$ cat src/design/dttf_pkg.sv
// Package for the date-time text parser.
// Holds the parse state and result types, character codes and register codes.
// Used by dttf_char_step and datetime_text_to_fields.
package dttf_pkg;

  localparam logic [7:0] CHAR_ZERO  = 8'h30;
  localparam logic [7:0] CHAR_NINE  = 8'h39;
  localparam logic [7:0] CHAR_SPACE = 8'h20;

  localparam int unsigned YEAR_W = 14;
  localparam int unsigned PAIR_W = 7;
  localparam int unsigned POS_W  = 5;

  typedef enum logic [0:0] {
    CFG_DELIMITED  = 1'b0,
    CFG_DATE_ORDER = 1'b1
  } cfg_index_t;

  typedef enum logic [1:0] {
    ORDER_YMD = 2'd0,
    ORDER_YDM = 2'd1,
    ORDER_MDY = 2'd2,
    ORDER_DMY = 2'd3
  } date_order_t;

  typedef struct packed {
    logic [POS_W-1:0]  pos;
    logic [YEAR_W-1:0] year;
    logic [PAIR_W-1:0] pair1;
    logic [PAIR_W-1:0] pair2;
    logic [PAIR_W-1:0] hour;
    logic [PAIR_W-1:0] minute;
    logic [PAIR_W-1:0] second;
    logic              date_blank;
    logic              time_blank;
    logic              err;
  } parse_state_t;

  localparam parse_state_t STATE_CLEAR = '{
    pos: '0, year: '0, pair1: '0, pair2: '0, hour: '0, minute: '0, second: '0,
    date_blank: 1'b1, time_blank: 1'b1, err: 1'b0
  };

  typedef struct packed {
    logic              bad_format;
    logic [PAIR_W-1:0] second;
    logic [PAIR_W-1:0] minute;
    logic [PAIR_W-1:0] hour;
    logic [PAIR_W-1:0] day;
    logic [PAIR_W-1:0] month;
    logic [YEAR_W-1:0] year;
  } result_t;

endpackage

$ cat src/design/datetime_text_to_fields.sv
// Top level of the fixed-layout date-time text parser.
// Holds the parse state, configuration registers and a two-entry result buffer.
// Depends on dttf_pkg and dttf_char_step.
//
//  channel  direction  payload
//  s_*      in         tdata[7:0] char_code, tlast end_of_record
//  m_*      out        tdata year..second, tuser bad_format
//  cfg_*    in         cfg_index register, cfg_data value
//
// One character per cycle while s_tready is high; the per-character accumulator update sets the path.
// A record's last character registers its result in the output slot, or in the skid slot if that is held.
// Reset clears the record, sets delimited to 1 and date order to year-month-day.
// Characters keep flowing while a result waits; s_tready drops only when both
// result slots hold requests.
module datetime_text_to_fields import dttf_pkg::*; (
  input  logic        clk,
  input  logic        rst,
  input  logic        s_tvalid,
  output logic        s_tready,
  input  logic [7:0]  s_tdata,   // [7:0] char_code
  input  logic        s_tlast,
  output logic        m_tvalid,
  input  logic        m_tready,
  output logic [55:0] m_tdata,   // [13:0] year, [20:14] month, [27:21] day,
                                 // [34:28] hour, [41:35] minute, [48:42] second
  output logic [0:0]  m_tuser,   // [0] bad_format
  input  logic        cfg_valid,
  output logic        cfg_ready,
  input  logic [0:0]  cfg_index,
  input  logic [1:0]  cfg_data
);

  logic         delimited;
  date_order_t  date_order;
  parse_state_t state;
  parse_state_t state_next;
  logic         bad_format;
  result_t      res_next;
  result_t      out_res;
  result_t      skid_res;
  logic         out_valid;
  logic         skid_valid;
  logic         accept;
  logic         push;
  logic         pop;
  logic         month_first;

  dttf_char_step u_step (
    .cur        (state),
    .char_code  (s_tdata),
    .delimited  (delimited),
    .date_order (date_order),
    .upd        (state_next),
    .bad_format (bad_format)
  );

  assign cfg_ready = 1'b1;
  assign s_tready  = !skid_valid;
  assign accept    = s_tvalid && s_tready;
  assign push      = accept && s_tlast;
  assign pop       = out_valid && m_tready;

  always_ff @(posedge clk) begin
    if (rst) begin
      delimited  <= 1'b1;
      date_order <= ORDER_YMD;
    end else if (cfg_valid && cfg_ready) begin
      unique case (cfg_index_t'(cfg_index))
        CFG_DELIMITED:  delimited  <= cfg_data[0];
        CFG_DATE_ORDER: date_order <= date_order_t'(cfg_data);
        default:        delimited  <= delimited;
      endcase
    end
  end

  always_ff @(posedge clk) begin
    if (rst) begin
      state <= STATE_CLEAR;
    end else if (accept) begin
      state <= s_tlast ? STATE_CLEAR : state_next;
    end
  end

  always_comb begin
    month_first         = (date_order == ORDER_YMD) || (date_order == ORDER_MDY);
    res_next.year       = state_next.year;
    res_next.month      = month_first ? state_next.pair1 : state_next.pair2;
    res_next.day        = month_first ? state_next.pair2 : state_next.pair1;
    res_next.hour       = state_next.hour;
    res_next.minute     = state_next.minute;
    res_next.second     = state_next.second;
    res_next.bad_format = bad_format;
  end

  always_ff @(posedge clk) begin
    if (rst) begin
      out_valid  <= 1'b0;
      skid_valid <= 1'b0;
    end else if (pop) begin
      if (skid_valid) begin
        out_res    <= skid_res;
        skid_valid <= 1'b0;
      end else if (push) begin
        out_res <= res_next;
      end else begin
        out_valid <= 1'b0;
      end
    end else if (push) begin
      if (!out_valid) begin
        out_res   <= res_next;
        out_valid <= 1'b1;
      end else begin
        skid_res   <= res_next;
        skid_valid <= 1'b1;
      end
    end
  end

  assign m_tvalid = out_valid;
  assign m_tdata  = {7'd0, out_res.second, out_res.minute, out_res.hour,
                     out_res.day, out_res.month, out_res.year};
  assign m_tuser  = out_res.bad_format;

endmodule

$ cat src/design/dttf_char_step.sv
// Per-character update of the date-time parse state.
// Decodes the character position and folds one digit into its accumulator.
// Depends on dttf_pkg.
module dttf_char_step import dttf_pkg::*; (
  input  parse_state_t cur,
  input  logic [7:0]   char_code,
  input  logic         delimited,
  input  date_order_t  date_order,
  output parse_state_t upd,
  output logic         bad_format
);

  function automatic logic [YEAR_W-1:0] mac_year(input logic [YEAR_W-1:0] acc,
                                                 input logic [3:0] d);
    mac_year = (acc << 3) + (acc << 1) + YEAR_W'(d);
  endfunction

  function automatic logic [PAIR_W-1:0] mac_pair(input logic [PAIR_W-1:0] acc,
                                                 input logic [3:0] d);
    mac_pair = (acc << 3) + (acc << 1) + PAIR_W'(d);
  endfunction

  logic             is_digit;
  logic             is_space;
  logic [3:0]       digit;
  logic [POS_W-1:0] date_len;
  logic [POS_W-1:0] time_start;
  logic [POS_W-1:0] rec_len;
  logic             year_first;
  logic [POS_W-1:0] delim_a;
  logic [POS_W-1:0] delim_b;
  logic [POS_W-1:0] k_full;
  logic [2:0]       k;
  logic [POS_W-1:0] t_full;
  logic [2:0]       t;
  logic [1:0]       group;
  logic             in_date;
  logic             in_time;
  logic             date_digit;
  logic             time_digit;
  logic             err;

  always_comb begin
    upd        = cur;
    err        = 1'b0;
    is_digit   = (char_code >= CHAR_ZERO) && (char_code <= CHAR_NINE);
    is_space   = (char_code == CHAR_SPACE);
    digit      = is_digit ? char_code[3:0] : 4'd0;
    date_len   = delimited ? POS_W'(10) : POS_W'(8);
    time_start = date_len + POS_W'(1);
    rec_len    = time_start + (delimited ? POS_W'(8) : POS_W'(6));
    year_first = (date_order == ORDER_YMD) || (date_order == ORDER_YDM);
    delim_a    = year_first ? POS_W'(4) : POS_W'(2);
    delim_b    = delim_a + POS_W'(3);
    k_full     = cur.pos - POS_W'(delimited && (cur.pos > delim_a))
                 - POS_W'(delimited && (cur.pos > delim_b));
    k          = k_full[2:0];
    t_full     = cur.pos - time_start;
    t          = t_full[2:0];
    in_date    = cur.pos < date_len;
    in_time    = (cur.pos >= time_start) && (cur.pos < rec_len);
    date_digit = !(delimited && ((cur.pos == delim_a) || (cur.pos == delim_b)));
    time_digit = !(delimited && ((t == 3'd2) || (t == 3'd5)));
    if (delimited) begin
      group = (t < 3'd3) ? 2'd0 : ((t < 3'd6) ? 2'd1 : 2'd2);
    end else begin
      group = t[2:1];
    end

    if (in_date) begin
      if (is_space) begin
        err = date_digit && !cur.date_blank;
      end else begin
        err = (cur.date_blank && (cur.pos != '0)) || (date_digit && !is_digit);
        upd.date_blank = 1'b0;
      end
      if (date_digit) begin
        if (k[2] != year_first) begin
          upd.year = mac_year(cur.year, digit);
        end else if (!k[1]) begin
          upd.pair1 = mac_pair(cur.pair1, digit);
        end else begin
          upd.pair2 = mac_pair(cur.pair2, digit);
        end
      end
    end else if (in_time) begin
      if (is_space) begin
        err = time_digit && !cur.time_blank;
      end else begin
        err = (cur.time_blank && (t != 3'd0)) || (time_digit && !is_digit);
        upd.time_blank = 1'b0;
      end
      if (time_digit) begin
        if (group == 2'd0) begin
          upd.hour = mac_pair(cur.hour, digit);
        end else if (group == 2'd1) begin
          upd.minute = mac_pair(cur.minute, digit);
        end else begin
          upd.second = mac_pair(cur.second, digit);
        end
      end
    end

    if (cur.pos != '1) begin
      upd.pos = cur.pos + POS_W'(1);
    end
    upd.err    = cur.err || err;
    bad_format = upd.err || (cur.pos != rec_len - POS_W'(1));
  end

endmodule

$ cat config.mk
export PLATFORM = sky130hd
export DESIGN_NAME = datetime_text_to_fields
export DESIGN_NICKNAME = d
export VERILOG_FILES = /design/src/design/dttf_pkg.sv /design/src/design/datetime_text_to_fields.sv /design/src/design/dttf_char_step.sv
export SDC_FILE = /design/constraint.sdc
export NUM_CORES = 1
export LEC_CHECK = 0
export BUFFER_PORTS_ARGS = -buffer_cell sky130_fd_sc_hd__buf_2
export CORE_MARGIN = 2
export CORE_UTILIZATION = 55
export DETAILED_ROUTE_END_ITERATION = 12
export PLACE_DENSITY = 0.82
export SYNTH_ARGS = -nofsm -noshare
export SYNTH_HDL_FRONTEND = slang
export SYNTH_SLANG_ARGS = --single-unit
$ cat constraint.sdc
create_clock -name clk -period 5.3 [get_ports clk]
set_input_delay 0.265 -clock clk [delete_from_list [all_inputs] [get_ports clk]]
set_output_delay 0.265 -clock clk [all_outputs]
set_load 0.03 [all_outputs]
Yosys cells after proc, flatten, opt, wreduce, memory -nomap -nowiden

Index checks and enable logic that the tools add are counted.

$lt $le $gt $ge: 9
Reduce and logical (&&, ||, !) cells: 48
Bitwise logic cells: 3
Add/subtract/negate cells: 20
Equal/unequal tests: 16
Muxes and demuxes: 41

Operators by type and width:

| kind                                                                                 | count |
|---|---|
| 50-bit two-way mux                                                                   | 5 |
| 21-bit two-way mux                                                                   | 3 |
| 57-bit two-way mux                                                                   | 1 |
| 28-bit two-way mux                                                                   | 2 |
| 7-bit two-way mux                                                                    | 7 |
| 14-bit two-way mux                                                                   | 3 |
| 7-bit by 4-bit adder with 7-bit output                                               | 5 |
| 7-bit adder                                                                          | 5 |
| 1-bit logical AND                                                                    | 15 |
| 14-bit adder                                                                         | 1 |
| 14-bit by 4-bit adder with 14-bit output                                             | 1 |
| 1-bit two-way mux                                                                    | 12 |
| 4-bit AND reduction                                                                  | 3 |
| 2-bit nonzero test                                                                   | 5 |
| 8-bit by 6-bit equality test with 1-bit output (second input constant)               | 1 |
| 8-bit by 6-bit greater-or-equal comparator with 1-bit output (second input constant) | 1 |
| 8-bit by 6-bit less-or-equal comparator with 1-bit output (second input constant)    | 1 |
| 1-bit logical OR                                                                     | 8 |
| 2-bit two-way mux                                                                    | 4 |
| 4-bit two-way mux                                                                    | 2 |
| 2-bit inequality test (second input constant)                                        | 4 |
| 2-bit AND reduction                                                                  | 4 |
| 1-bit zero test                                                                      | 6 |
| 3-bit AND reduction                                                                  | 2 |
| other kinds (31)                                                                     | 36 |

Flip-flop bits (word level): 162
Bits of input ports: 17
Output and inout bits: 60
Logic and storage cells: 165

Longest topological paths before layout

Gate-level depths: netlist (run 1).

Word-level depth: 17
Mapped depth: 16

By module

A second synthesis (run 1) with hierarchy kept.

Cells, all modules: 842
Area, all modules: 9445.3 µm²

Modules (own cells, without submodules):

| module                  | cells an instance | instances | sequential area each (µm²) | area an instance (µm²) |
|---|---|---|---|---|
| datetime_text_to_fields | 464               | 1         | 4244.1                     | 6303.5 |
| dttf_char_step          | 378               | 1         | 0.0                        | 3141.8 |

Least setup slack after synthesis (run 1)

OpenSTA, ideal clock, no wires.

Path type: flip-flop to flip-flop
Start point: register skid_valid
End point: register out_res, in the netlist m_tdata[0], enable pin
Required time: 4.781 ns
Cell stages (with the launch flop): 5
Clock period less this slack: 4.861 ns
Arrival time: 4.342 ns
Slack: 0.439 ns
Path through: dfxtp_1 -> inv_1 -> and3_1 -> a21oi_1 -> nor3_1

Word-level cells in the longest chain between the ends: 5
Elaborated cells on any way between the ends: 6

RTL lines:

| element                                | line                           | RTL |
|---|---|---|
| start, declared                        | datetime_text_to_fields.sv:42  | `logic skid_valid;` |
| start signal, assigned                 | datetime_text_to_fields.sv:98  | `skid_valid <= 1'b0;` |
| start signal, assigned                 | datetime_text_to_fields.sv:102 | `skid_valid <= 1'b0;` |
| start signal, assigned                 | datetime_text_to_fields.sv:114 | `skid_valid <= 1'b1;` |
| 1-bit zero test *                      | datetime_text_to_fields.sv:58  | `assign s_tready = !skid_valid;` |
| named net s_tready                     | datetime_text_to_fields.sv:19  | `output logic s_tready,` |
| 1-bit logical AND *                    | datetime_text_to_fields.sv:59  | `assign accept = s_tvalid && s_tready;` |
| 1-bit logical AND *                    | datetime_text_to_fields.sv:60  | `assign push = accept && s_tlast;` |
| 2-bit nonzero test (no source line)    | n/a                            |  |
| 4-bit AND reduction (no source line) * | n/a                            |  |
| end signal, assigned                   | datetime_text_to_fields.sv:101 | `out_res <= skid_res;` |
| end signal, assigned                   | datetime_text_to_fields.sv:104 | `out_res <= res_next;` |
| end signal, assigned                   | datetime_text_to_fields.sv:110 | `out_res <= res_next;` |
| end, declared                          | datetime_text_to_fields.sv:39  | `result_t out_res;` |

The timed path passes the listed nets; every way through them passes the cells marked *.
A chain may end at the register's enable or synchronous reset.

==> results of run 1 <==
==> cells in the mapped netlist, types with 10 or more instances <==
| master | count |
|---|---|
| edfxtp_1 | 100 |
| ha_1 | 75 |
| nor2_1 | 64 |
| dfxtp_1 | 62 |
| nand2_1 | 60 |
| inv_1 | 50 |
| a21oi_1 | 46 |
| mux2_2 | 44 |
| mux2i_1 | 37 |
| clkbuf_1 | 33 |
| o21ai_0 | 32 |
| xnor2_1 | 29 |
| nand3_1 | 21 |
| a2bb2oi_1 | 16 |
| a21o_1 | 13 |
| and3_1 | 13 |
| fa_1 | 13 |
| buf_4 | 10 |
==> state kept, by name, indices dropped and copies added, names as in the netlist <==
name	count
m_tdata	49
skid_valid	1
date_order	2
state	57
delimited	1
m_tvalid	1
m_tuser	1
skid_res	50
==> routing by layer <==
| metal | track usage (%) | part of all wire (%) | up-vias |
|---|---|---|---|
| met2 | 37.3 | 48 | 219 |
| met3 | 3.79 | 5.1 | 38 |
| li1 | - | - | 3251 |
| met1 | 31.6 | 45 | 3280 |
| met5 | 0 | 0 | - |
| met4 | 10.3 | 2.3 | 0 |
==> cells in the final DEF (no fill, tap or decap), types with 9 or more instances in the layout <==
cell,synthesis,routed
edfxtp_1,100,100
nand3_1,21,20
and3_1,13,12
a2bb2oi_1,16,16
xor2_1,9,9
mux2_4,9,9
xnor2_1,29,29
mux2i_1,37,37
o21ai_0,32,32
buf_2,2,68
ha_1,75,75
inv_1,50,50
a31oi_1,9,9
clkbuf_16,0,17
mux2_2,44,44
fa_1,13,13
dfxtp_1,62,62
a21o_1,13,13
a21oi_1,46,46
nand2_1,60,60
o21a_1,9,9
nor2_1,64,64
==> kinds of logic after synthesis <==
kind of cell	Yosys count	share of synthesized area [%]
AOI/OAI and AO/OA	181	13.0
xor gates and xnor gates	39	3.76
buffers and inverters	102	4.80
and+or+nand+nor	205	10.1
adders and majority gates	88	12.7
DFF	162	45.0
muxes	90	10.6
other	2	0.0796
==> path summary, 6_finish.rpt <==
kind	from	endpoint	slack, ns	cells past startpoint
worst min-delay path	cfg_data[0]	delimited	0.06	2
worst min register to register	state[51]	state[51]	0.48	2
worst max register to register	state[53]	m_tdata[23]	1.11	13
worst max-delay path	state[53]	m_tdata[23]	1.11	13
==> cell type report <==
class,count,area [um^2],area share [%]
timing repair buffer,76,400,3.81
clock buffer,17,425,4.04
inverter,51,191,1.82
clock inverter,15,205,1.95
tap,220,275,2.62
sequential,162,4240,40.3
multi-input combinational,611,4780,45.4
==> power groups by stage <==
stage	registers (mW)	clock network, mW	logic [mW]
CTS	1.36	1.34	0.176
finish	1.36	1.33	0.177
global route	1.36	1.39	0.190
global placement	1.38	0	0.172
detailed placement	1.38	0	0.174
floorplan	1.40	0	0.112
==> per-stage QoR <==
| stage | instances | area [um^2] |
|---|---|---|
| floorplan | 875 | 9460 |
| global placement | 1120 | 9890 |
| detailed placement | 1120 | 9890 |
| CTS | 1152 | 10500 |
| global route | 1152 | 10500 |
| finish | 1152 | 10500 |
==> impl_metrics.csv, run 1 <==
group,metric,value,unit
worst_hold_path,hold_class,"in2reg",
sta,hold_viol,0,
yosys,synth-main-ff-cell,"edfxtp_1",
setup_path,path_delay_family,"simple AND/OR/NAND/NOR gates",
yosys,synthArstFlopShare,0,%
sta,max_slew_margin,33.2,%
clock_tree,insertion_delay,0.44,ns
setup_path,setup.worst_path.start_class,"flop",
floorplanning,core,16700,um^2
setup_path,crit_path_max_incr_delay,0.63,ns
grt,antenna_found_initial,0,
power_and_ir_drop,switchingPower,0.673,mW
floorplanning,num_io_pins,77,
yosys,yosysWarnings,0,
power_and_ir_drop,vdd_drop_max,0.000263,V
power_and_ir_drop,clkPwrFrac,46.4,%
clock_tree,clock_sinks,162,
sta,fin_skew,0.00700,ns
clock_tree,cts_root_buffer,"clkbuf_16",
setup_path,endpoint_kind,"flop",
yosys,synth_edf_count,100,
yosys,syn_avg_cell_area,10.9,um^2
power_and_ir_drop,p_total,2.86,mW
sta,max_freq,0.239,GHz
finish,syn_to_final_growth,11.4,%
sta,setup_slack,1.11,ns
power_and_ir_drop,comb_power_share,6.2,%
yosys,syn-instance-count,869,
clock_tree,cts_resized,0,
sta,setup_viol,0,
sta,setup_tns,0,ns
floorplanning,die-area,18200,um^2
finish,antenna_cells,0,
sta,rsz0062_at_grt,"false",
yosys,synth_top_area_share,31.8,%
drt,avgRoutedWirePerCell,17.9,um
flow_run,max-cap-violations,0,
setup_path,critical_path_arrival,4.38,ns
finish,layout.nets,1024,
clock_tree,cts_tree,"built",
grt,grt_pass1_vias,6615,
finish,final_util,63.0,%
floorplanning,rows,47,
sta,drv_slew,0,
drt,dr.pass1.iters,5,
run_status,status,"finished, final reports clean",
power_and_ir_drop,seq_power_share,47.4,%
clock_tree,clkTransAtPathRegs,0.07,ns
clock_tree,cts_buffers,17,
drt,drc,0,
setup_path,path_cells,"inv_1 > ha_1 > and3b_1 > o21ai_0 > nand2_1 > ha_1 > a21oi_1 > ha_1 > xnor3_1 > and4b_1 > mux2i_1 > mux2i_1 > mux2_2",
floorplanning,initial_core_util,56.5,%
yosys,ys_seq_elements,162,
clock_tree,htree_levels,4,
power_and_ir_drop,p_per_area,272,nW/um^2
clock_tree,cts_buffer_depth,2,
drt,vias_per_cell,5.89,
yosys,synth.top_cells.by_area,"edfxtp_1, dfxtp_1, ha_1, mux2_2, mux2i_1",
grt,grt-ovfl-total,0,
setup_path,cp_common_cell,"ha_1",
grt,grt_max_degree,53,
finish,n_fill_cell,1311,
drt,antenna_left,0,
drt,routed_wirelength,20700,um
place,numPortBuffers,68,
setup_path,crit_path_max_fanout,8,
setup_path,cp_num_buf_inv,1,
yosys,syn-cell-area,9440,um^2
power_and_ir_drop,p_int,2.19,mW
drt,initialDrtViolationCount,596,
clock_tree,post_cts_buffers,0,
place,dp_slack,1.23,ns
place,gp_congestion,0.912,
sta,finalCriticalPeriod,4.19,ns
grt,grt_first_pass_wirelength,33500,um
yosys,yosysUniqueCellTypes,64,
setup_path,crit_type,"reg2reg",
place,hpwl,13700,um
grt,grt_usage,23.4,%
sta,fin_hold_ws,0.0599,ns
floorplanning,die_h,135,um
power_and_ir_drop,switching_share,23.5,%
drt,vias,6788,
yosys,ys_seq_area_share,45.0,%
setup_path,cp_slowest_cell,"and4b_1",
sta,tightestPinTransition,0.998,ns
setup_path,cp.required,5.49,ns
clock_tree,cts_hold_buf,0,
finish,drive_above_1_share,18.3,%
sta,period_share,79.0,%
yosys,synth_top_area_cell,"edfxtp_1",
floorplanning,dieWidth,135,um
power_and_ir_drop,power_leakage,4.67,nW
(Power assumes the default switching activity.)
==> run 2: changes to the inputs <==
PLACE_DENSITY = 0.85   (was 0.82)
clock period = 3.65 ns   (was 5.3 ns; I/O delays follow)
==> run 2 against run 1 <==
Sequential power is 45% higher. Cell count rose by 2.3%. Fmax grew 16%. Combinational power rose by 67%. Critical path depth grew 1. Die area stayed put. Total power is 44% higher. Clock-buffer cell count is 1 higher. Via count is 2.6% higher. First-iteration DRC count down 6.9%. Critical path type unchanged. Largest cell class unchanged.
==> impl_metrics.csv, run 2 (synthesized netlist as in run 1, its figures left out) <==
group,metric,value,unit
run_status,status,"finished, final reports clean",
finish,most-common-layout-cells,"edfxtp_1, ha_1, buf_2",
power_and_ir_drop,vdd_drop_max,0.000358,V
setup_path,crit_path_max_fanout,8,
sta,drv_slew,0,
setup_path,cp_common_cell,"ha_1",
clock_tree,cts_buffer_depth,2,
drt,avgRoutedWirePerCell,18.4,um
clock_tree,cts_buffers,17,
power_and_ir_drop,p_per_area,379,nW/um^2
grt,antenna_found_initial,0,
finish,final_util,65.4,%
finish,largest_register_ffs,57,
setup_path,cp_slowest_cell,"dfxtp_1",
setup_path,setup.worst_path.start_class,"flop",
drt,dr.pass1.iters,5,
setup_path,crit_path_max_incr_delay,0.35,ns
finish,drive_above_1_share,22.2,%
grt,grt_max_degree,64,
floorplanning,core,16700,um^2
drt,vias,6966,
drt,maxUsedRoutingLayer,"met4",
grt,grt_pass1_vias,6760,
sta,hold_viol,0,
clock_tree,insertion_delay,0.44,ns
place,gp_congestion,0.893,
finish,final_common_cell,"edfxtp_1",
power_and_ir_drop,p_total,4.13,mW
clock_tree,htree_levels,4,
drt,antenna_left,0,
sta,finalCriticalPeriod,3.60,ns
flow_run,max-cap-violations,0,
sta,fin_skew,0.0132,ns
drt,wl_met2,10600,um
sta,max_freq,0.278,GHz
clock_tree,clock_sinks,162,
floorplanning,num_io_pins,77,
drt,wl_met3,1090,um
setup_path,path_delay_family,"adder cells",
finish,final_cell_area,10900,um^2
sta,period_share,98.6,%
finish,syn_to_final_growth,15.6,%
sta,tightestPinTransition,0.832,ns
worst_hold_path,hold_class,"in2reg",
floorplanning,die_h,135,um
setup_path,cp_num_buf_inv,2,
power_and_ir_drop,power_leakage,4.77,nW
grt,grt-ovfl-total,0,
finish,antenna_cells,0,
floorplanning,die-area,18200,um^2
place,numPortBuffers,68,
place,dpl.cell_count,1142,
sta,fin_hold_ws,0.0289,ns
drt,drc,0,
setup_path,crit_type,"reg2reg",
sta,setup_viol,0,
setup_path,path_cells,"inv_1 > ha_1 > and3b_1 > o21ai_1 > nand2_1 > ha_1 > a21oi_1 > ha_1 > xnor3_2 > and4b_2 > buf_12 > mux2i_4 > mux2i_1 > mux2_2",
finish,layout.nets,1051,
sta,rsz0062_at_grt,"true",
clock_tree,clkTransAtPathRegs,0.07,ns
sta,max_slew_margin,44.5,%
setup_path,cp.required,3.84,ns
clock_tree,cts_root_buffer,"clkbuf_16",
floorplanning,rows,47,
drt,wl_met1,9410,um
drt,initialDrtViolationCount,555,
sta,setup_tns,0,ns
setup_path,endpoint_kind,"flop",
place,dpl_cell_area,10100,um^2
place,hpwl,14300,um
setup_path,critical_path_arrival,3.79,ns
sta,setup_slack,0.0500,ns
grt,grt_first_pass_wirelength,34500,um
floorplanning,initial_core_util,56.5,%
clock_tree,cts_tree,"built",
finish,final_cell_count_no_fill,1179,
grt,grt_usage,24.2,%
drt,routed_wirelength,21700,um
finish,top_register,"state",
drt,vias_per_cell,5.91,
floorplanning,dieWidth,135,um
place,dp_slack,0.0756,ns
[run 2: power by group]
| group | total [mW] | switching (mW) | internal [mW] |
|---|---|---|---|
| logic | 0.296 | 0.199 | 0.0970 |
| clock network | 1.87 | 0.783 | 1.09 |
| registers | 1.97 | 0.0138 | 1.95 |
[run 2: cell type report]
| cell class | instances | area, um^2 |
|---|---|---|
| Timing Repair Buffer | 103 | 633 |
| Multi-Input combinational cell | 611 | 4960 |
| Inverter | 51 | 191 |
| Fill cell | 1264 | 5790 |
| Tap cell | 220 | 275 |
| Sequential cell | 162 | 4250 |
| Clock buffer | 18 | 429 |
| Clock inverter | 14 | 180 |
[run 2: repair_timing]
item,CTS,global route
endpoints found under the setup margin,0,16
resized for setup,0,35
hold buffers,2,0
endpoints found under the hold margin,3,0
buffers inserted,0,3
[run 2: path summary, 6_finish.rpt]
check             cells past startpoint   startpoint             to  slack [ns]
hold reg to reg                       2    state[51]      state[51]        0.47
setup reg to reg                     14    state[53]    m_tdata[15]        0.05
setup / recovery                     14    state[53]    m_tdata[15]        0.05
hold / removal                        3  cfg_data[1]  date_order[1]        0.03
[run 2: per-layer routing]
| layer | vias to the layer above | track usage (%) |
|---|---|---|
| met5 | - | 0 |
| met4 | 0 | 10.1 |
| met3 | 48 | 5.18 |
| met2 | 224 | 39.1 |
| met1 | 3382 | 31.8 |
| li1 | 3312 | - |
[run 2: worst reg2reg max path, stage by stage, from the launching register on]
cell and delay, ns:
dfxtp_1 0.35, inv_1 0.08, ha_1 0.32, and3b_1 0.19, o21ai_1 0.16, nand2_1 0.09
ha_1 0.30, a21oi_1 0.17, ha_1 0.18, xnor3_2 0.29, and4b_2 0.33, buf_12 0.17
mux2i_4 0.28, mux2i_1 0.14, mux2_2 0.31
==> run 3: changes to the inputs <==
PLACE_DENSITY = 0.74   (was 0.85)
clock period = 4.1 ns   (was 3.65 ns; I/O delays follow)
==> run 3 against run 2 <==
Sequential share of layout area is 1.3 points higher. Critical path depth stayed put. Die area stayed put. Register-to-register slack better by 0.21 ns. Global-route usage is 1.1 points lower. First-iteration DRC count is 29% lower. Via count is 3.3% lower. Cell area is 3.2% lower. Worst setup slack better by 0.21 ns. Clock power is 17% lower. Critical path type unchanged. Highest routed layer unchanged.
==> impl_metrics.csv, run 3 (synthesized netlist as in run 1, its figures left out) <==
group,metric,value,unit
run_status,status,"finished, final reports clean",
place,dpl.cell_count,1134,
finish,most-common-layout-cells,"edfxtp_1, ha_1, buf_2",
clock_tree,post_cts_buffers,0,
floorplanning,die_h,135,um
clock_tree,cts_resized,0,
drt,drc,0,
clock_tree,cts_tree,"built",
grt,grtUsageMet1,30.2,%
drt,routed_wirelength,20200,um
clock_tree,cts_buffers,17,
clock_tree,clkTransAtPathRegs,0.07,ns
sta,hold_viol,0,
drt,vias_per_cell,5.77,
clock_tree,insertion_delay,0.44,ns
finish,final_common_cell,"edfxtp_1",
grt,grt_pass1_vias,6671,
sta,finalCriticalPeriod,3.84,ns
floorplanning,core,16700,um^2
floorplanning,die-area,18200,um^2
sta,rsz0062_at_grt,"false",
drt,vias,6733,
grt,busiest_layer,"met2",
finish,drive_above_1_share,19.2,%
finish,syn_to_final_growth,12.0,%
sta,max_slew_margin,45.7,%
floorplanning,num_io_pins,77,
grt,grt_usage,23.1,%
clock_tree,cts_hold_buf,0,
setup_path,setup.worst_path.start_class,"flop",
drt,dr.pass1.iters,5,
clock_tree,htree_levels,4,
setup_path,cp.required,4.29,ns
setup_path,crit_type,"reg2reg",
clock_tree,cts_buffer_depth,2,
grt,antenna_found_initial,0,
finish,largest_register_ffs,57,
finish,top_register,"state",
grt,grt_use_met2,38.3,%
finish,final_cell_count_no_fill,1166,
setup_path,critical_path_arrival,4.04,ns
power_and_ir_drop,p_per_area,335,nW/um^2
grt,grt_max_degree,64,
place,hpwl,13800,um
flow_run,max-cap-violations,0,
sta,fin_skew,0.00776,ns
worst_hold_path,hold_depth,2,
floorplanning,initial_core_util,56.5,%
setup_path,r2r_cells,14,
sta,period_share,93.8,%
place,gp_congestion,0.881,
clock_tree,cts_root_buffer,"clkbuf_16",
grt,grt-ovfl-total,0,
drt,avgRoutedWirePerCell,17.4,um
power_and_ir_drop,vdd_drop_max,0.000295,V
grt,gr-usage-met3,4.20,%
drt,antenna_left,0,
floorplanning,rows,47,
sta,drv_slew,0,
finish,antenna_cells,0,
floorplanning,dieWidth,135,um
sta,setup_viol,0,
clock_tree,clock_sinks,162,
grt,grt_first_pass_wirelength,33100,um
setup_path,regToRegSetupSlack,0.26,ns
sta,tightestPinTransition,0.814,ns
drt,initialDrtViolationCount,393,
power_and_ir_drop,power_leakage,4.70,nW
finish,layout.nets,1038,
setup_path,crit_path_max_fanout,8,
sta,max_freq,0.260,GHz
place,numPortBuffers,68,
worst_hold_path,hold_class,"in2reg",
sta,setup_tns,0,ns
setup_path,endpoint_kind,"flop",
-- run 3: cell types whose count changed in the layout (fill, tap and decap cells not counted), moves of 2 or more --
cell / delta
buf_12: -2
buf_4: -9
bufinv_16: -2
clkbuf_1: +3
clkbuf_8: +4
clkinv_2: -2
clkinv_4: -3
clkinvlp_4: +3
dlygate4sd3_1: -2
inv_6: -3
mux2i_1: +14
mux2i_4: -13
-- run 3: metrics by stage --
step / util (%) / power (mW) / area [um^2] / setup slack (ns) / hold slack (ns)
global route: 63.3 / 3.64 / 10600 / 0.0183 / 0.0395
CTS: 63.3 / 3.56 / 10600 / 0.275 / 0.0216
finish: 63.3 / 3.54 / 10600 / 0.256 / 0.0318
detailed placement: 59.9 / 2.02 / 10000 / 0.286 / 0.476
global placement: 59.9 / 2.02 / 10000 / 0.395 / 0.455
floorplan: - / 1.95 / 9470 / 0.647 / 0.321
-- run 3: where the power goes --
part	leakage, nW	internal (mW)	switching, mW
Combinational	2.99	0.0710	0.168
Sequential	1.44	1.74	0.0141
Clock	0.266	0.901	0.651
Total	4.70	2.71	0.833
-- run 3: final timing paths --
check              startpoint           to
setup / recovery    state[53]  m_tdata[19]
hold / removal    cfg_data[0]    delimited
setup reg to reg    state[53]  m_tdata[19]
hold reg to reg     state[51]    state[51]
-- run 3: routing by layer --
layer  share of wire (%)  vias up
met1                  46     3244
met4                 2.1        0
li1                    -     3285
met3                 4.1       33
met2                  47      171
met5                   0        -
-- run 3: area by class of cell --
cell class / instances / area, um^2
fillers: 1365 / 6130
clock inverters: 7 / 75.1
well taps: 220 / 275
repair buffers: 90 / 505
inverters: 51 / 191
multi-input cells: 611 / 4780
clock buffers: 25 / 495
flip-flops and latches: 162 / 4240
-- run 3: critical path, cell delays in order (launching register included) --
cell,delay [ns]
dfxtp_1,0.49
inv_1,0.20
ha_1,0.36
and3b_1,0.18
o21ai_0,0.18
nand2_1,0.08
ha_1,0.28
a21oi_1,0.14
ha_1,0.16
xnor3_1,0.27
nor2_1,0.14
nand3_2,0.27
mux2i_1,0.38
mux2i_1,0.16
mux2_2,0.30
